<file path="src/rtl/assert_macros.svh">
// Assertion macros used by the scope frame CRC16 encoder RTL.
// No dependencies; define ASSERT_OFF to compile the checks out.
`ifndef ASSERT_MACROS_SVH
`define ASSERT_MACROS_SVH
`ifndef ASSERT_OFF
`define SFC_ASSERT(name, clk, rst, prop, msg) \
   name: assert property (@(posedge clk) disable iff (rst) prop) else $error(msg);
`define SFC_ASSERT_NEVER(name, clk, rst, expr, msg) \
   name: assert property (@(posedge clk) disable iff (rst) !(expr)) else $error(msg);
`else
`define SFC_ASSERT(name, clk, rst, prop, msg)
`define SFC_ASSERT_NEVER(name, clk, rst, expr, msg)
`endif
`endif

</file>
<file path="src/rtl/sfc_pkg.sv">
// Package for the scope frame CRC16 encoder: constants, status types, CRC step.
// No dependencies.
`timescale 1ns / 1ps
package sfc_pkg;

   localparam int CHANNELS_DEF = 4;
   localparam int SAMPLE_W     = 16;
   localparam int BYTE_W       = 8;
   localparam int QUEUE_DEPTH  = 2;
   localparam int COUNT_W      = $clog2(QUEUE_DEPTH + 1);

   localparam logic [15:0] CRC_INIT = 16'hFFFF;
   localparam logic [15:0] CRC_POLY = 16'hA001;

   typedef struct packed {
      logic [COUNT_W-1:0] count;
   } front_status_type;

   typedef struct packed {
      logic busy;
      logic pop;
   } back_status_type;

   // CRC-16/MODBUS, one byte LSB first
   function automatic logic [15:0] crc_add_byte(input logic [15:0] crc,
                                                input logic [7:0]  data);
      logic [15:0] c;
      c = crc ^ {8'h00, data};
      for (int k = 0; k < 8; k++) begin
         if (c[0]) begin
            c = (c >> 1) ^ CRC_POLY;
         end else begin
            c = c >> 1;
         end
      end
      return c;
   endfunction

endpackage

</file>
<file path="src/rtl/sfc_front.sv">
// Front end of the frame encoder: takes sample requests into a small queue.
// Depends on sfc_pkg.
`timescale 1ns / 1ps
module sfc_front import sfc_pkg::*; #(
   parameter int CHANNELS = CHANNELS_DEF
) (
   input  logic                         clock,
   input  logic                         reset,
   input  logic                         req_tvalid,
   output logic                         req_tready,
   input  logic [CHANNELS*SAMPLE_W-1:0] req_tdata,
   output logic                         pop_valid,
   output logic [CHANNELS*SAMPLE_W-1:0] pop_data,
   input  logic                         pop_ready,
   output front_status_type             status
);
   localparam int PTR_W = (QUEUE_DEPTH > 1) ? $clog2(QUEUE_DEPTH) : 1;
   localparam int WORD_W = CHANNELS * SAMPLE_W;

   logic [WORD_W-1:0]  entry_ff [QUEUE_DEPTH];
   logic [PTR_W-1:0]   wr_ptr_ff, wr_ptr_in;
   logic [PTR_W-1:0]   rd_ptr_ff, rd_ptr_in;
   logic [COUNT_W-1:0] count_ff, count_in;
   logic               push, pop;

   assign req_tready = (count_ff != COUNT_W'(QUEUE_DEPTH));
   assign pop_valid  = (count_ff != '0);
   assign pop_data   = entry_ff[rd_ptr_ff];
   assign push       = req_tvalid && req_tready;
   assign pop        = pop_valid && pop_ready;
   assign status.count = count_ff;

   always_comb begin
      wr_ptr_in = wr_ptr_ff;
      rd_ptr_in = rd_ptr_ff;
      count_in  = count_ff;
      if (push) begin
         wr_ptr_in = (wr_ptr_ff == PTR_W'(QUEUE_DEPTH - 1)) ? '0 : wr_ptr_ff + 1'b1;
      end
      if (pop) begin
         rd_ptr_in = (rd_ptr_ff == PTR_W'(QUEUE_DEPTH - 1)) ? '0 : rd_ptr_ff + 1'b1;
      end
      if (push && !pop) begin
         count_in = count_ff + 1'b1;
      end else if (pop && !push) begin
         count_in = count_ff - 1'b1;
      end
   end

   always_ff @(posedge clock) begin
      if (reset) begin
         wr_ptr_ff <= '0;
         rd_ptr_ff <= '0;
         count_ff  <= '0;
      end else begin
         wr_ptr_ff <= wr_ptr_in;
         rd_ptr_ff <= rd_ptr_in;
         count_ff  <= count_in;
      end
   end

   always_ff @(posedge clock) begin
      if (push) begin
         entry_ff[wr_ptr_ff] <= req_tdata;
      end
   end

endmodule

</file>
<file path="src/rtl/sfc_back.sv">
// Back end of the frame encoder: serializes one request into bytes, adds CRC.
// Depends on sfc_pkg.
`timescale 1ns / 1ps
module sfc_back import sfc_pkg::*; #(
   parameter int CHANNELS = CHANNELS_DEF
) (
   input  logic                         clock,
   input  logic                         reset,
   input  logic                         pop_valid,
   input  logic [CHANNELS*SAMPLE_W-1:0] pop_data,
   output logic                         rsp_tvalid,
   input  logic                         rsp_tready,
   output logic [BYTE_W-1:0]            rsp_tdata,
   output logic                         rsp_tlast,
   output back_status_type              status
);
   localparam int WORD_W      = CHANNELS * SAMPLE_W;
   localparam int DATA_BYTES  = 2 * CHANNELS;
   localparam int FRAME_BYTES = DATA_BYTES + 2;
   localparam int IDX_W       = $clog2(FRAME_BYTES);

   logic [WORD_W-1:0] word_ff, word_in;
   logic [IDX_W-1:0]  idx_ff, idx_in;
   logic [15:0]       crc_ff, crc_in;
   logic              busy_ff, busy_in;
   logic              out_valid_ff, out_valid_in;
   logic [BYTE_W-1:0] out_data_ff, out_data_in;
   logic              out_last_ff, out_last_in;
   logic              advance, at_last, pop;

   assign advance = !out_valid_ff || rsp_tready;
   assign at_last = (idx_ff == IDX_W'(FRAME_BYTES - 1));
   assign pop     = pop_valid && (!busy_ff || (advance && at_last));

   assign rsp_tvalid  = out_valid_ff;
   assign rsp_tdata   = out_data_ff;
   assign rsp_tlast   = out_last_ff;
   assign status.busy = busy_ff;
   assign status.pop  = pop;

   always_comb begin
      word_in      = word_ff;
      idx_in       = idx_ff;
      crc_in       = crc_ff;
      busy_in      = busy_ff;
      out_valid_in = out_valid_ff;
      out_data_in  = out_data_ff;
      out_last_in  = out_last_ff;
      if (advance) begin
         out_valid_in = busy_ff;
         out_last_in  = busy_ff && at_last;
         if (idx_ff < IDX_W'(DATA_BYTES)) begin
            out_data_in = word_ff[BYTE_W-1:0];
         end else if (idx_ff == IDX_W'(DATA_BYTES)) begin
            out_data_in = crc_ff[7:0];
         end else begin
            out_data_in = crc_ff[15:8];
         end
         if (busy_ff) begin
            if (idx_ff < IDX_W'(DATA_BYTES)) begin
               crc_in  = crc_add_byte(crc_ff, word_ff[BYTE_W-1:0]);
               word_in = word_ff >> BYTE_W;
            end
            idx_in = idx_ff + 1'b1;
            if (at_last) begin
               busy_in = 1'b0;
            end
         end
      end
      // next request loads when idle, or as the previous frame's last byte is registered
      if (pop) begin
         word_in = pop_data;
         idx_in  = '0;
         crc_in  = CRC_INIT;
         busy_in = 1'b1;
      end
   end

   always_ff @(posedge clock) begin
      if (reset) begin
         busy_ff      <= 1'b0;
         out_valid_ff <= 1'b0;
         idx_ff       <= '0;
      end else begin
         busy_ff      <= busy_in;
         out_valid_ff <= out_valid_in;
         idx_ff       <= idx_in;
      end
   end

   always_ff @(posedge clock) begin
      word_ff     <= word_in;
      crc_ff      <= crc_in;
      out_data_ff <= out_data_in;
      out_last_ff <= out_last_in;
   end

endmodule

</file>
<file path="src/rtl/scope_frame_crc16_encoder.sv">
// Scope frame CRC16 encoder: a request of CHANNELS 16-bit samples becomes a
// 2*CHANNELS+2 byte frame of samples (low byte first) and a CRC-16/MODBUS
// (init 0xFFFF, reflected poly 0xA001, no final xor), low byte first; tlast
// marks the CRC high byte. One byte leaves per cycle while rsp_tready is high.
// A two-entry queue takes new requests while a frame is still going out; the
// serializer loads the next request as it registers the previous frame's last
// byte, so frames follow with no gap. The first byte of a request accepted into
// an empty block passes the queue entry, serializer word and output registers.
// Depends on sfc_pkg, sfc_front, sfc_back.
`timescale 1ns / 1ps
`include "assert_macros.svh"
module scope_frame_crc16_encoder import sfc_pkg::*; #(
   parameter int CHANNELS = CHANNELS_DEF
) (
   input  logic                         clock,
   input  logic                         reset,
   input  logic                         req_tvalid,
   output logic                         req_tready,
   // sample_0, sample_1, ... sample_(CHANNELS-1), 16 bits each from bit 0
   input  logic [CHANNELS*SAMPLE_W-1:0] req_tdata,
   output logic                         rsp_tvalid,
   input  logic                         rsp_tready,
   // frame_byte
   output logic [BYTE_W-1:0]            rsp_tdata,
   output logic                         rsp_tlast
);
   logic                         pop_valid;
   logic [CHANNELS*SAMPLE_W-1:0] pop_data;
   front_status_type             front_status;
   back_status_type              back_status;

   sfc_front #(.CHANNELS(CHANNELS)) u_front (
      .clock      (clock),
      .reset      (reset),
      .req_tvalid (req_tvalid),
      .req_tready (req_tready),
      .req_tdata  (req_tdata),
      .pop_valid  (pop_valid),
      .pop_data   (pop_data),
      .pop_ready  (back_status.pop),
      .status     (front_status)
   );

   sfc_back #(.CHANNELS(CHANNELS)) u_back (
      .clock      (clock),
      .reset      (reset),
      .pop_valid  (pop_valid),
      .pop_data   (pop_data),
      .rsp_tvalid (rsp_tvalid),
      .rsp_tready (rsp_tready),
      .rsp_tdata  (rsp_tdata),
      .rsp_tlast  (rsp_tlast),
      .status     (back_status)
   );

   `SFC_ASSERT_NEVER(a_queue_bound, clock, reset, front_status.count > COUNT_W'(QUEUE_DEPTH), "queue overfilled")
   `SFC_ASSERT_NEVER(a_pop_empty, clock, reset, back_status.pop && front_status.count == '0, "pop from empty queue")
   `SFC_ASSERT(a_push_count, clock, reset, (req_tvalid && req_tready && !back_status.pop) |=> (front_status.count == $past(front_status.count) + 1'b1), "queue count missed a request")
   `SFC_ASSERT(a_pop_busy, clock, reset, back_status.pop |=> back_status.busy, "serializer idle after load")

endmodule

</file>
<file path="config.mk">
export PLATFORM = sky130hd
export DESIGN_NAME = scope_frame_crc16_encoder
export DESIGN_NICKNAME = d
export VERILOG_FILES = /design/src/rtl/sfc_pkg.sv /design/src/rtl/sfc_front.sv /design/src/rtl/sfc_back.sv /design/src/rtl/scope_frame_crc16_encoder.sv
export VERILOG_INCLUDE_DIRS = /design/src /design/src/rtl
export SDC_FILE = /design/constraint.sdc
export NUM_CORES = 1
export LEC_CHECK = 0
export BUFFER_PORTS_ARGS = -buffer_cell sky130_fd_sc_hd__buf_2
export CAP_MARGIN = 20
export CORE_UTILIZATION = 59
export DETAILED_ROUTE_END_ITERATION = 12
export GPL_TIMING_DRIVEN = 0
export HOLD_SLACK_MARGIN = 0.15
export PLACE_DENSITY = 0.79
export SLEW_MARGIN = 20
export SYNTH_ARGS = -nofsm -noshare
export SYNTH_HDL_FRONTEND = slang
export SYNTH_SLANG_ARGS = --single-unit
export TNS_END_PERCENT = 30
</file>
<file path="constraint.sdc">
create_clock -name clock -period 9.1 [get_ports clock]
set_input_delay 1.365 -clock clock [delete_from_list [all_inputs] [get_ports clock]]
set_output_delay 1.365 -clock clock [all_outputs]
set_load 0.02 [all_outputs]
</file>
**After elaboration in Yosys (flattened, before gate mapping)**

Memories as Yosys holds them, arrays and structs flattened. A register that Yosys moved wholly into a read port is not among the register bits.
Cells that the tools add are included.

- Output and inout bits: 11
- Bits of input ports: 68
- Memories kept: 1
- Register bits: 99
- Memory bits (writable): 128
- Word-level logic and storage cells: 98

Memory list:

| name | depth | width | read ports | clocked after Yosys merged registers in | write ports | RTL line | source |
|---|---|---|---|---|---|---|---|
| u_front.entry_ff | 2 | 64 | 1 | 1 | 1 | sfc_front.sv:20 | `logic [WORD_W-1:0] entry_ff [QUEUE_DEPTH];` |

- Eq/ne operators: 3
- Bitwise gates (word level): 9
- Magnitude comparators: 1
- Add/subtract/negate cells: 5
- Mux-type cells: 47
- Reduce and logical (&&, ||, !) cells: 22

Operators by type and width:

| cell | number |
|---|---|
| 16-bit two-way mux | 29 |
| 64-bit two-way mux | 4 |
| 2-bit inverter with 3-bit output | 8 |
| 8-bit two-way mux | 2 |
| 16-bit by 8-bit bitwise XOR with 16-bit output | 1 |
| 1-bit two-way mux | 10 |
| 2-bit nonzero test | 5 |
| 4-bit == test (second input constant) | 2 |
| 1-bit logical AND | 7 |
| 3-bit AND reduction | 2 |
| 4-bit by 1-bit adder with 4-bit output (second input constant) | 1 |
| 1-bit zero test | 4 |
| 4-bit < comparator (second input constant) | 1 |
| 2-bit two-way mux | 2 |
| 1-bit adder (second input constant) | 2 |
| 2-bit by 1-bit adder with 2-bit output (second input constant) | 1 |
| 1-bit logical OR | 2 |
| 2-bit != test (second input constant) | 1 |
| 2-bit AND reduction | 1 |
| 2-bit OR reduction | 1 |
| 2-bit by 1-bit subtractor with 2-bit output (second input constant) | 1 |

**Logic depth before layout (Yosys ltp)**

Gate-level depths: netlist (run 1).

- Depth after elaboration: 38
- Mapped depth: 13
- Depth with buffers taken out: 10

**Modules after synthesis**

Synthesis (run 1) repeated with hierarchy kept, for this count alone.

- Cell total of the unflattened synthesis: 632
- Area total of the unflattened synthesis: 9,014.9 sq um

Modules (own cells, without submodules):

| module | instances | sequential area each (sq um) | cells an instance | area each (sq um) |
|---|---|---|---|---|
| sfc_front | 1 | 3,943.8 | 223 | 4,837.1 |
| sfc_back | 1 | 2,632.5 | 409 | 4,177.8 |

**Least setup slack after synthesis (run 1)**

No wires, ideal clock.

- Path kind: input to register
- Start point: in rsp_tready
- End point: reg u_back.word_ff[0] (enable)
- Setup time: 0.574 ns
- Stages: 4
- Data arrival time: 6.313 ns
- Data required time: 8.526 ns
- Setup slack: 2.213 ns
- Buffers on the path: 0
- Path through: nor2b_1 inv_1 a21boi_0 o21ai_0

- Word-level cells in the longest chain between the ends: 6
- Elaborated cells between the ends (all ways): 8
- Classes of those cells: reduce/logical (8)

Ends and longest elaborated chain:

| item | RTL line | source |
|---|---|---|
| start: declaration | scope_frame_crc16_encoder.sv:22 | `input logic rsp_tready,` |
| 1-bit logical OR * | sfc_back.sv:31 | `assign advance = !out_valid_ff \|\| rsp_tready;` |
| net u_back.advance | sfc_back.sv:29 | `logic advance, at_last, pop;` |
| 1-bit logical AND | sfc_back.sv:33 | `assign pop = pop_valid && (!busy_ff \|\| (advance && at_last));` |
| 1-bit logical OR | sfc_back.sv:33 |  |
| 1-bit logical AND | sfc_back.sv:33 |  |
| 2-bit nonzero test (no line) | n/a |  |
| 3-bit AND reduction (no line) * | n/a |  |
| end signal: assignment | sfc_back.sv:92 | `word_ff <= word_in;` |
| end: declaration | sfc_back.sv:22 | `logic [WORD_W-1:0] word_ff, word_in;` |

Mark *: on every way through the listed nets, which the timed path passes. The rest lies on a longest branch.
A chain may end at the register's enable or synchronous reset.

**Worst setup path after layout (run 1)**

- Start point: in rsp_tready
- End point: reg u_front.count_ff[1], in the netlist u_front.status[1]

- Word-level cells in the longest chain between the ends: 8
- Elaborated cells between the ends (all ways): 10
- Classes of those cells: mux (1); reduce/logical (9)

Ends and longest elaborated chain:

| item | RTL line | source |
|---|---|---|
| 1-bit logical OR * | sfc_back.sv:31 |  |
| 1-bit logical AND * | sfc_back.sv:33 |  |
| 1-bit logical OR * | sfc_back.sv:33 |  |
| 1-bit logical AND * | sfc_back.sv:33 |  |
| 1-bit logical AND * | sfc_front.sv:30 | `assign pop = pop_valid && pop_ready;` |
| 1-bit zero test | sfc_front.sv:43 | `if (push && !pop) begin` |
| 1-bit logical AND | sfc_front.sv:43 |  |
| 2-bit two-way mux / 2-bit nonzero test (equally long branches) | n/a |  |
| end signal: assignment | sfc_front.sv:58 | `count_ff <= count_in;` |
| end: declaration | sfc_front.sv:23 | `logic [COUNT_W-1:0] count_ff, count_in;` |

Mark *: on every way between the ends. The rest lies on a longest branch, timed or not.

==> results of run 1 <==
[state kept, by name, indices dropped and copies added, names as in the netlist, named ones only]
name               count
u_back.word_ff        64
u_back.rsp_tdata       8
u_back.rsp_tvalid      1
u_back.idx_ff          4
u_back.rsp_tlast       1
u_front.rd_ptr_ff      1
u_front.wr_ptr_ff      1
u_back.busy_ff         1
u_front.status         2
u_front.entry_ff     128
u_back.crc_ff         16
[area by class of cell]
cell class	instances	area, um^2
Fill cell	931	4159
Clock buffer	26	596.8
Buffer	29	111.4
Sequential cell	228	6576
Clock inverter	16	217.7
Multi-Input combinational cell	313	2056
Timing Repair Buffer	83	513.0
Inverter	5	18.77
Tap cell	184	230.2
[report_power, final]
| group | switching (mW) | total [mW] | internal [mW] | leakage, nW |
|---|---|---|---|---|
| Combinational | 0.742 | 1.27 | 0.528 | 1.25 |
| Sequential | 0.128 | 1.72 | 1.59 | 2.15 |
| Clock | 0.388 | 1.01 | 0.617 | 0.408 |
[cell usage after synthesis, drive strengths merged]
cell type,count,area [um^2]
edfxtp,201,6036
buf,8,32.53
o21ai,61,305.3
xnor2,18,172.7
nor2b,2,12.51
a21oi,12,60.06
ha,4,50.05
and3,2,12.51
nand2b,2,12.51
nand2,76,285.3
or3,1,6.260
nor2,28,105.1
xnor3,3,68.81
mux2i,73,730.7
clkbuf,21,78.83
nand3b,1,7.510
nor3,5,25.02
nand3,7,35.03
a21boi,1,7.510
o21a,1,7.510
or2,1,6.260
o211ai,8,60.06
xor2,7,61.31
dfxtp,27,540.5
inv,5,18.76
[cell families (layout without fill, tap and decap cells)]
kind of cell               after synthesis  in the layout  share of synthesized area, %
DFF                                    228            228                         75.26
and+or+nand+nor                        125            125                         5.813
AOI/OAI and AO/OA                       83             83                         5.040
muxes                                   73             73                         8.362
buffers and inverters                   34            159                         1.489
xor gates and xnor gates                28             28                         3.465
adders and majority gates                4              4                        0.5728
[routing by layer]
metal  part of all wire, %  GRT usage, %  vias to the layer above
met2                    51         38.02                      175
li1                      -             -                     2333
met1                    41         27.26                     2422
met3                   5.2         3.892                       44
met4                   3.3         8.434                        0
met5                     0             0                        -
[worst min path at each step]
stage                            startpoint               end  depth (start not counted)
after CTS                 u_back.crc_ff[13]  u_back.crc_ff[5]                          2
final                     u_back.crc_ff[13]  u_back.crc_ff[5]                          2
after floorplan            u_back.crc_ff[9]  u_back.crc_ff[1]                          2
after global placement    u_back.crc_ff[13]  u_back.crc_ff[5]                          2
after detailed placement  u_back.crc_ff[13]  u_back.crc_ff[5]                          2
after global routing      u_back.crc_ff[13]  u_back.crc_ff[5]                          2
[per-stage QoR]
stage	cells	hold slack, ps	instance area (um^2)
floorplan	575	462.7	8738
global placement	837	479.3	9359
detailed placement	842	483.3	9505
CTS	884	490.6	10320
global route	884	514.0	10320
finish	884	489.6	10320
[critical path: stages]
cell and delay, ps:
buf_2 90, nor2b_1 190, o21ai_1 140, o21a_1 120
buf_2 180, inv_2 170, buf_2 250, clkbuf_1 510
ha_1 380, or3_1 370, a21oi_1 150
==> results.json, run 1 <==
{
  "status": "completed",
  "cp.required_ps": 9550,
  "synth_area_um2": 8738,
  "port_buffers": 78,
  "cp-start-kind": "input port",
  "avgViaCountPerCell": 5.627,
  "grt_pass1_wl_mm": 25.00,
  "finalHoldViolCount": 0,
  "dieWidth_um": 123.7,
  "ff2ff_setup_slack_ps": 6050,
  "antenna_found_initial": 0,
  "slew_viol_final": 0,
  "r2r_cells": 12,
  "postCtsSetupBuffers": 0,
  "grt-ovfl-total": 0,
  "tns_ps": 0,
  "ys_ff_latch": 228,
  "grt_pass1_vias": 5102,
  "postRouteAntennaNets": 0,
  "p_leak_nw": 3.806,
  "place_ws_ps": 5087,
  "avgSynthCellArea_um2": 15.20,
  "vdd_ir_drop_max_v": 0.0002180,
  "cts-root-buf": "clkbuf_16",
  "rr_endpoint": "u_front.status[1]",
  "grt_usage_pct": 21.86,
  "finalCritPeriodShare_pct": 38.29,
  "drive_above_1_share_pct": 18.71,
  "wl_per_cell_um": 18.08,
  "final_common_cell": "edfxtp_1",
  "ys_seq_area_share_pct": 75.26,
  "period_minus_slack_ps": 3484,
  "die_h_um": 123.7,
  "clk_latency_ps": 520,
  "arrival_ps": 3930,
  "critPathMaxFanout": 10,
  "fin_skew_ps": 13.24,
  "clk_pin_slew_ps": 60,
  "maxCapViolations": 0,
  "core_um2": 14480,
  "final_util_pct": 71.28,
  "cts_tree": "yes",
  "max_slew.worst_pin.slew_ps": 768.0,
  "cts_buffer_depth": 3,
  "vias": 4974,
  "drt_wl_total_mm": 15.98,
  "slew-limit-headroom_pct": 48.80,
  "grt_max_degree": 39,
  "power_mw": 3.991,
  "drt_pass1_iterations": 5,
  "clock_sinks": 228,
  "place.gp.congestion": 0.8268,
  "critPathCaptureType": "flop",
  "startpoint": "rsp_tready",
  "power_density_nw_per_um2": 386.7,
  "setup_viol": 0,
  "drt_iter0_drc": 413,
  "rows": 44,
  "syn_inst": 575,
  "rsz0062_at_grt": "no",
  "hpwl_mm": 10.55,
  "setup_slack_ps": 5616,
  "pin_count": 79,
  "yosysWarnings": 0,
  "hold_path_class": "flop to flop",
  "synthDistinctLibCells": 30,
  "cts_hold_buf": 0,
  "final_cell_mix": "edfxtp_1 (201), buf_2 (80), nand2_1 (76)",
  "cts_buffers": 23,
  "fmax_mhz": 287.0,
  "area_growth_pct": 18.10,
  "post_cts_resized": 0,
  "initial_core_util_pct": 60.35,
  "path_class": "input port to flop",
  "dieArea_um2": 15300,
  "drc_errors": 0,
  "antenna_cells": 0,
  "syn-num-nets": 647,
  "htreeDepth": 1,
  "r2r-start": "u_back.idx_ff[1]",
  "crit_end": "u_front.status[1]",
  "fin_nets": 755
}
(Power assumes the default switching activity.)
==> run 2, diff against run 1 <==
--- a/config.mk
+++ b/config.mk
@@ -8,11 +8,11 @@
 export LEC_CHECK = 0
 export BUFFER_PORTS_ARGS = -buffer_cell sky130_fd_sc_hd__buf_2
 export CAP_MARGIN = 20
-export CORE_UTILIZATION = 59
+export CORE_UTILIZATION = 53
 export DETAILED_ROUTE_END_ITERATION = 12
 export GPL_TIMING_DRIVEN = 0
 export HOLD_SLACK_MARGIN = 0.15
-export PLACE_DENSITY = 0.79
+export PLACE_DENSITY = 0.75
 export SLEW_MARGIN = 20
 export SYNTH_ARGS = -nofsm -noshare
 export SYNTH_HDL_FRONTEND = slang
==> constraint.sdc (replaced) <==
create_clock -name clock -period 3.18 [get_ports clock]
set_input_delay 0.477 -clock clock [delete_from_list [all_inputs] [get_ports clock]]
set_output_delay 0.477 -clock clock [all_outputs]
set_load 0.02 [all_outputs]
==> results.json, run 2 (synthesized netlist as in run 1, its figures left out) <==
{
  "reg.largest.list": "u_front.entry_ff (128), u_back.word_ff (64), u_back.crc_ff (16)",
  "max_slew.worst_pin.slew_ps": 749.2,
  "ff2ff_setup_slack_ps": 180,
  "top_register": "u_front.entry_ff",
  "largest_reg_flops": 128,
  "fin_skew_ps": 7.969,
  "die_h_um": 130.4,
  "arrival_ps": 3440,
  "clk_latency_ps": 510,
  "rr_endpoint": "u_front.status[1]",
  "avgViaCountPerCell": 5.318,
  "setup_slack_ps": 177.4,
  "vias": 5079,
  "finalHoldViolCount": 0,
  "pin_count": 79,
  "final_common_cell": "edfxtp_1",
  "area_growth_pct": 22.75,
  "layout.cells.non_filler": 955,
  "grt_pass1_wl_mm": 25.99,
  "final_cell_mix": "edfxtp_1 (201), buf_2 (80), nand2_1 (76)",
  "initial_core_util_pct": 54.61,
  "grt_pass1_vias": 5192,
  "cts_buffer_depth": 3,
  "tns_ps": 0,
  "antenna_cells": 0,
  "cpMaxStageDelayCell": "clkbuf_1",
  "clock_sinks": 228,
  "finalCritPeriodShare_pct": 94.42,
  "cts_tree": "yes",
  "slew_viol_final": 0,
  "place_inst": 876,
  "antenna_found_initial": 0,
  "grt_usage_pct": 20.29,
  "path_class": "flop to flop",
  "grt_max_degree": 55,
  "critPathMaxFanout": 10,
  "setup_viol": 0,
  "cts_buffers": 23,
  "period_minus_slack_ps": 3003,
  "dieWidth_um": 130.4,
  "port_buffers": 78,
  "drt_pass1_iterations": 5,
  "status": "completed",
  "clk_pin_slew_ps": 60,
  "fmax_mhz": 333.0,
  "place_ws_ps": 10.25,
  "r2r_cells": 12,
  "path_cells": "inv_1, ha_1, nand3b_1, o21ai_1, o21a_1, buf_2, inv_2, buf_2, clkbuf_1, ha_1, or3_1, a21oi_1",
  "startpoint": "u_back.idx_ff[1]",
  "cts-root-buf": "clkbuf_16",
  "drt_iter0_drc": 429,
  "htreeDepth": 1,
  "maxCapViolations": 0,
  "crit_end": "u_front.status[1]",
  "postRouteAntennaNets": 0,
  "p_leak_nw": 3.951,
  "drt_wl_total_mm": 16.53,
  "dieArea_um2": 17010,
  "drive_above_1_share_pct": 17.32,
  "hold_path_class": "input port to flop",
  "grt-ovfl-total": 0,
  "rows": 46,
  "hpwl_mm": 10.37,
  "vdd_ir_drop_max_v": 0.0006515,
  "rsz0062_at_grt": "yes",
  "cp.required_ps": 3620,
  "cp-start-kind": "flop",
  "fillers": 1106,
  "r2r-start": "u_back.idx_ff[1]",
  "critPathCaptureType": "flop",
  "slew-limit-headroom_pct": 50.05,
  "slowest_delay_ps": 490,
  "place.gp.congestion": 0.8284,
  "final_util_pct": 67.04,
  "power_density_nw_per_um2": 1052,
  "core_um2": 16000,
  "drc_errors": 0,
  "wl_per_cell_um": 17.31,
  "fin_nets": 795
}
==> run 2: changes by cell type in the layout (fill, tap and decap cells not counted), sizes merged <==
cell,change
buf,+2
bufinv,-2
clkbuf,+2
clkinv,-1
dlygate4sd3,+38
==> run 2: what timing repair did <==
| action | CTS | global route |
|---|---|---|
| buffers inserted | 0 | 0 |
| gates resized for setup | 0 | 2 |
| setup endpoints to repair | 0 | 22 |
| endpoints found under the hold margin | 70 | 4 |
| hold buffers | 36 | 2 |
==> run 2: worst min-delay path by stage <==
stage	startpoint	endpoint	slack (ps)	depth (start not counted)
2_1_floorplan	u_back.crc_ff[9]	u_back.crc_ff[1]	460	2
4_1_cts	req_tdata[8]	u_front.entry_ff[1][8]	150	1
6_report	req_tdata[14]	u_front.entry_ff[0][14]	160	1
3_5_place_dp	u_back.crc_ff[9]	u_back.crc_ff[1]	490	2
3_3_place_gp	u_back.crc_ff[13]	u_back.crc_ff[5]	480	2
5_1_grt	req_tdata[15]	u_front.entry_ff[1][15]	150	1
==> run 2: worst max-delay path: cells and delay by family, from the launching register on <==
family / cells / cell delay [ps]
AO/OA/AOI/OAI: 3 / 350
adder cells (fa/ha/maj): 2 / 570
buffers and inverters: 5 / 1160
flip-flops: 1 / 380
AND/OR/NAND/NOR: 2 / 450
==> run 2: routing by layer <==
layer,up-vias,part of all wire (%),global-route usage (%)
met5,-,0,0
met4,0,3.2,7.370
met3,42,3.8,3.339
met2,135,51,35.70
met1,2492,42,25.47
li1,2410,-,-
==> run 2: layout make-up <==
type,count,area (um^2),area share [%]
well taps,216,270.3,2.520
inverters,5,18.77,0.1750
plain buffers,29,112.6,1.050
repair buffers,123,948.4,8.842
clock inverters,13,150.1,1.400
multi-input cells,313,2056,19.16
clock buffers,28,594.3,5.541
flip-flops and latches,228,6576,61.31
==> run 2: metrics by stage <==
| stage | total power [mW] | cell area, um^2 | hold slack, ps |
|---|---|---|---|
| final | 11.28 | 10730 | 164.3 |
| after global placement | 8.292 | 9403 | 479.4 |
| after CTS | 11.31 | 10710 | 150.0 |
| after global routing | 11.85 | 10730 | 150.3 |
| after floorplan | 7.474 | 8742 | 462.7 |
| after detailed placement | 8.587 | 9600 | 488.8 |
==> run 2: power breakdown <==
part           switching, mW  leakage (nW)  internal, mW
Clock                   1.09         0.367          1.58
Sequential             0.349          2.15          4.54
Combinational           2.12          1.43          1.60
Total                   3.56          3.95          7.72
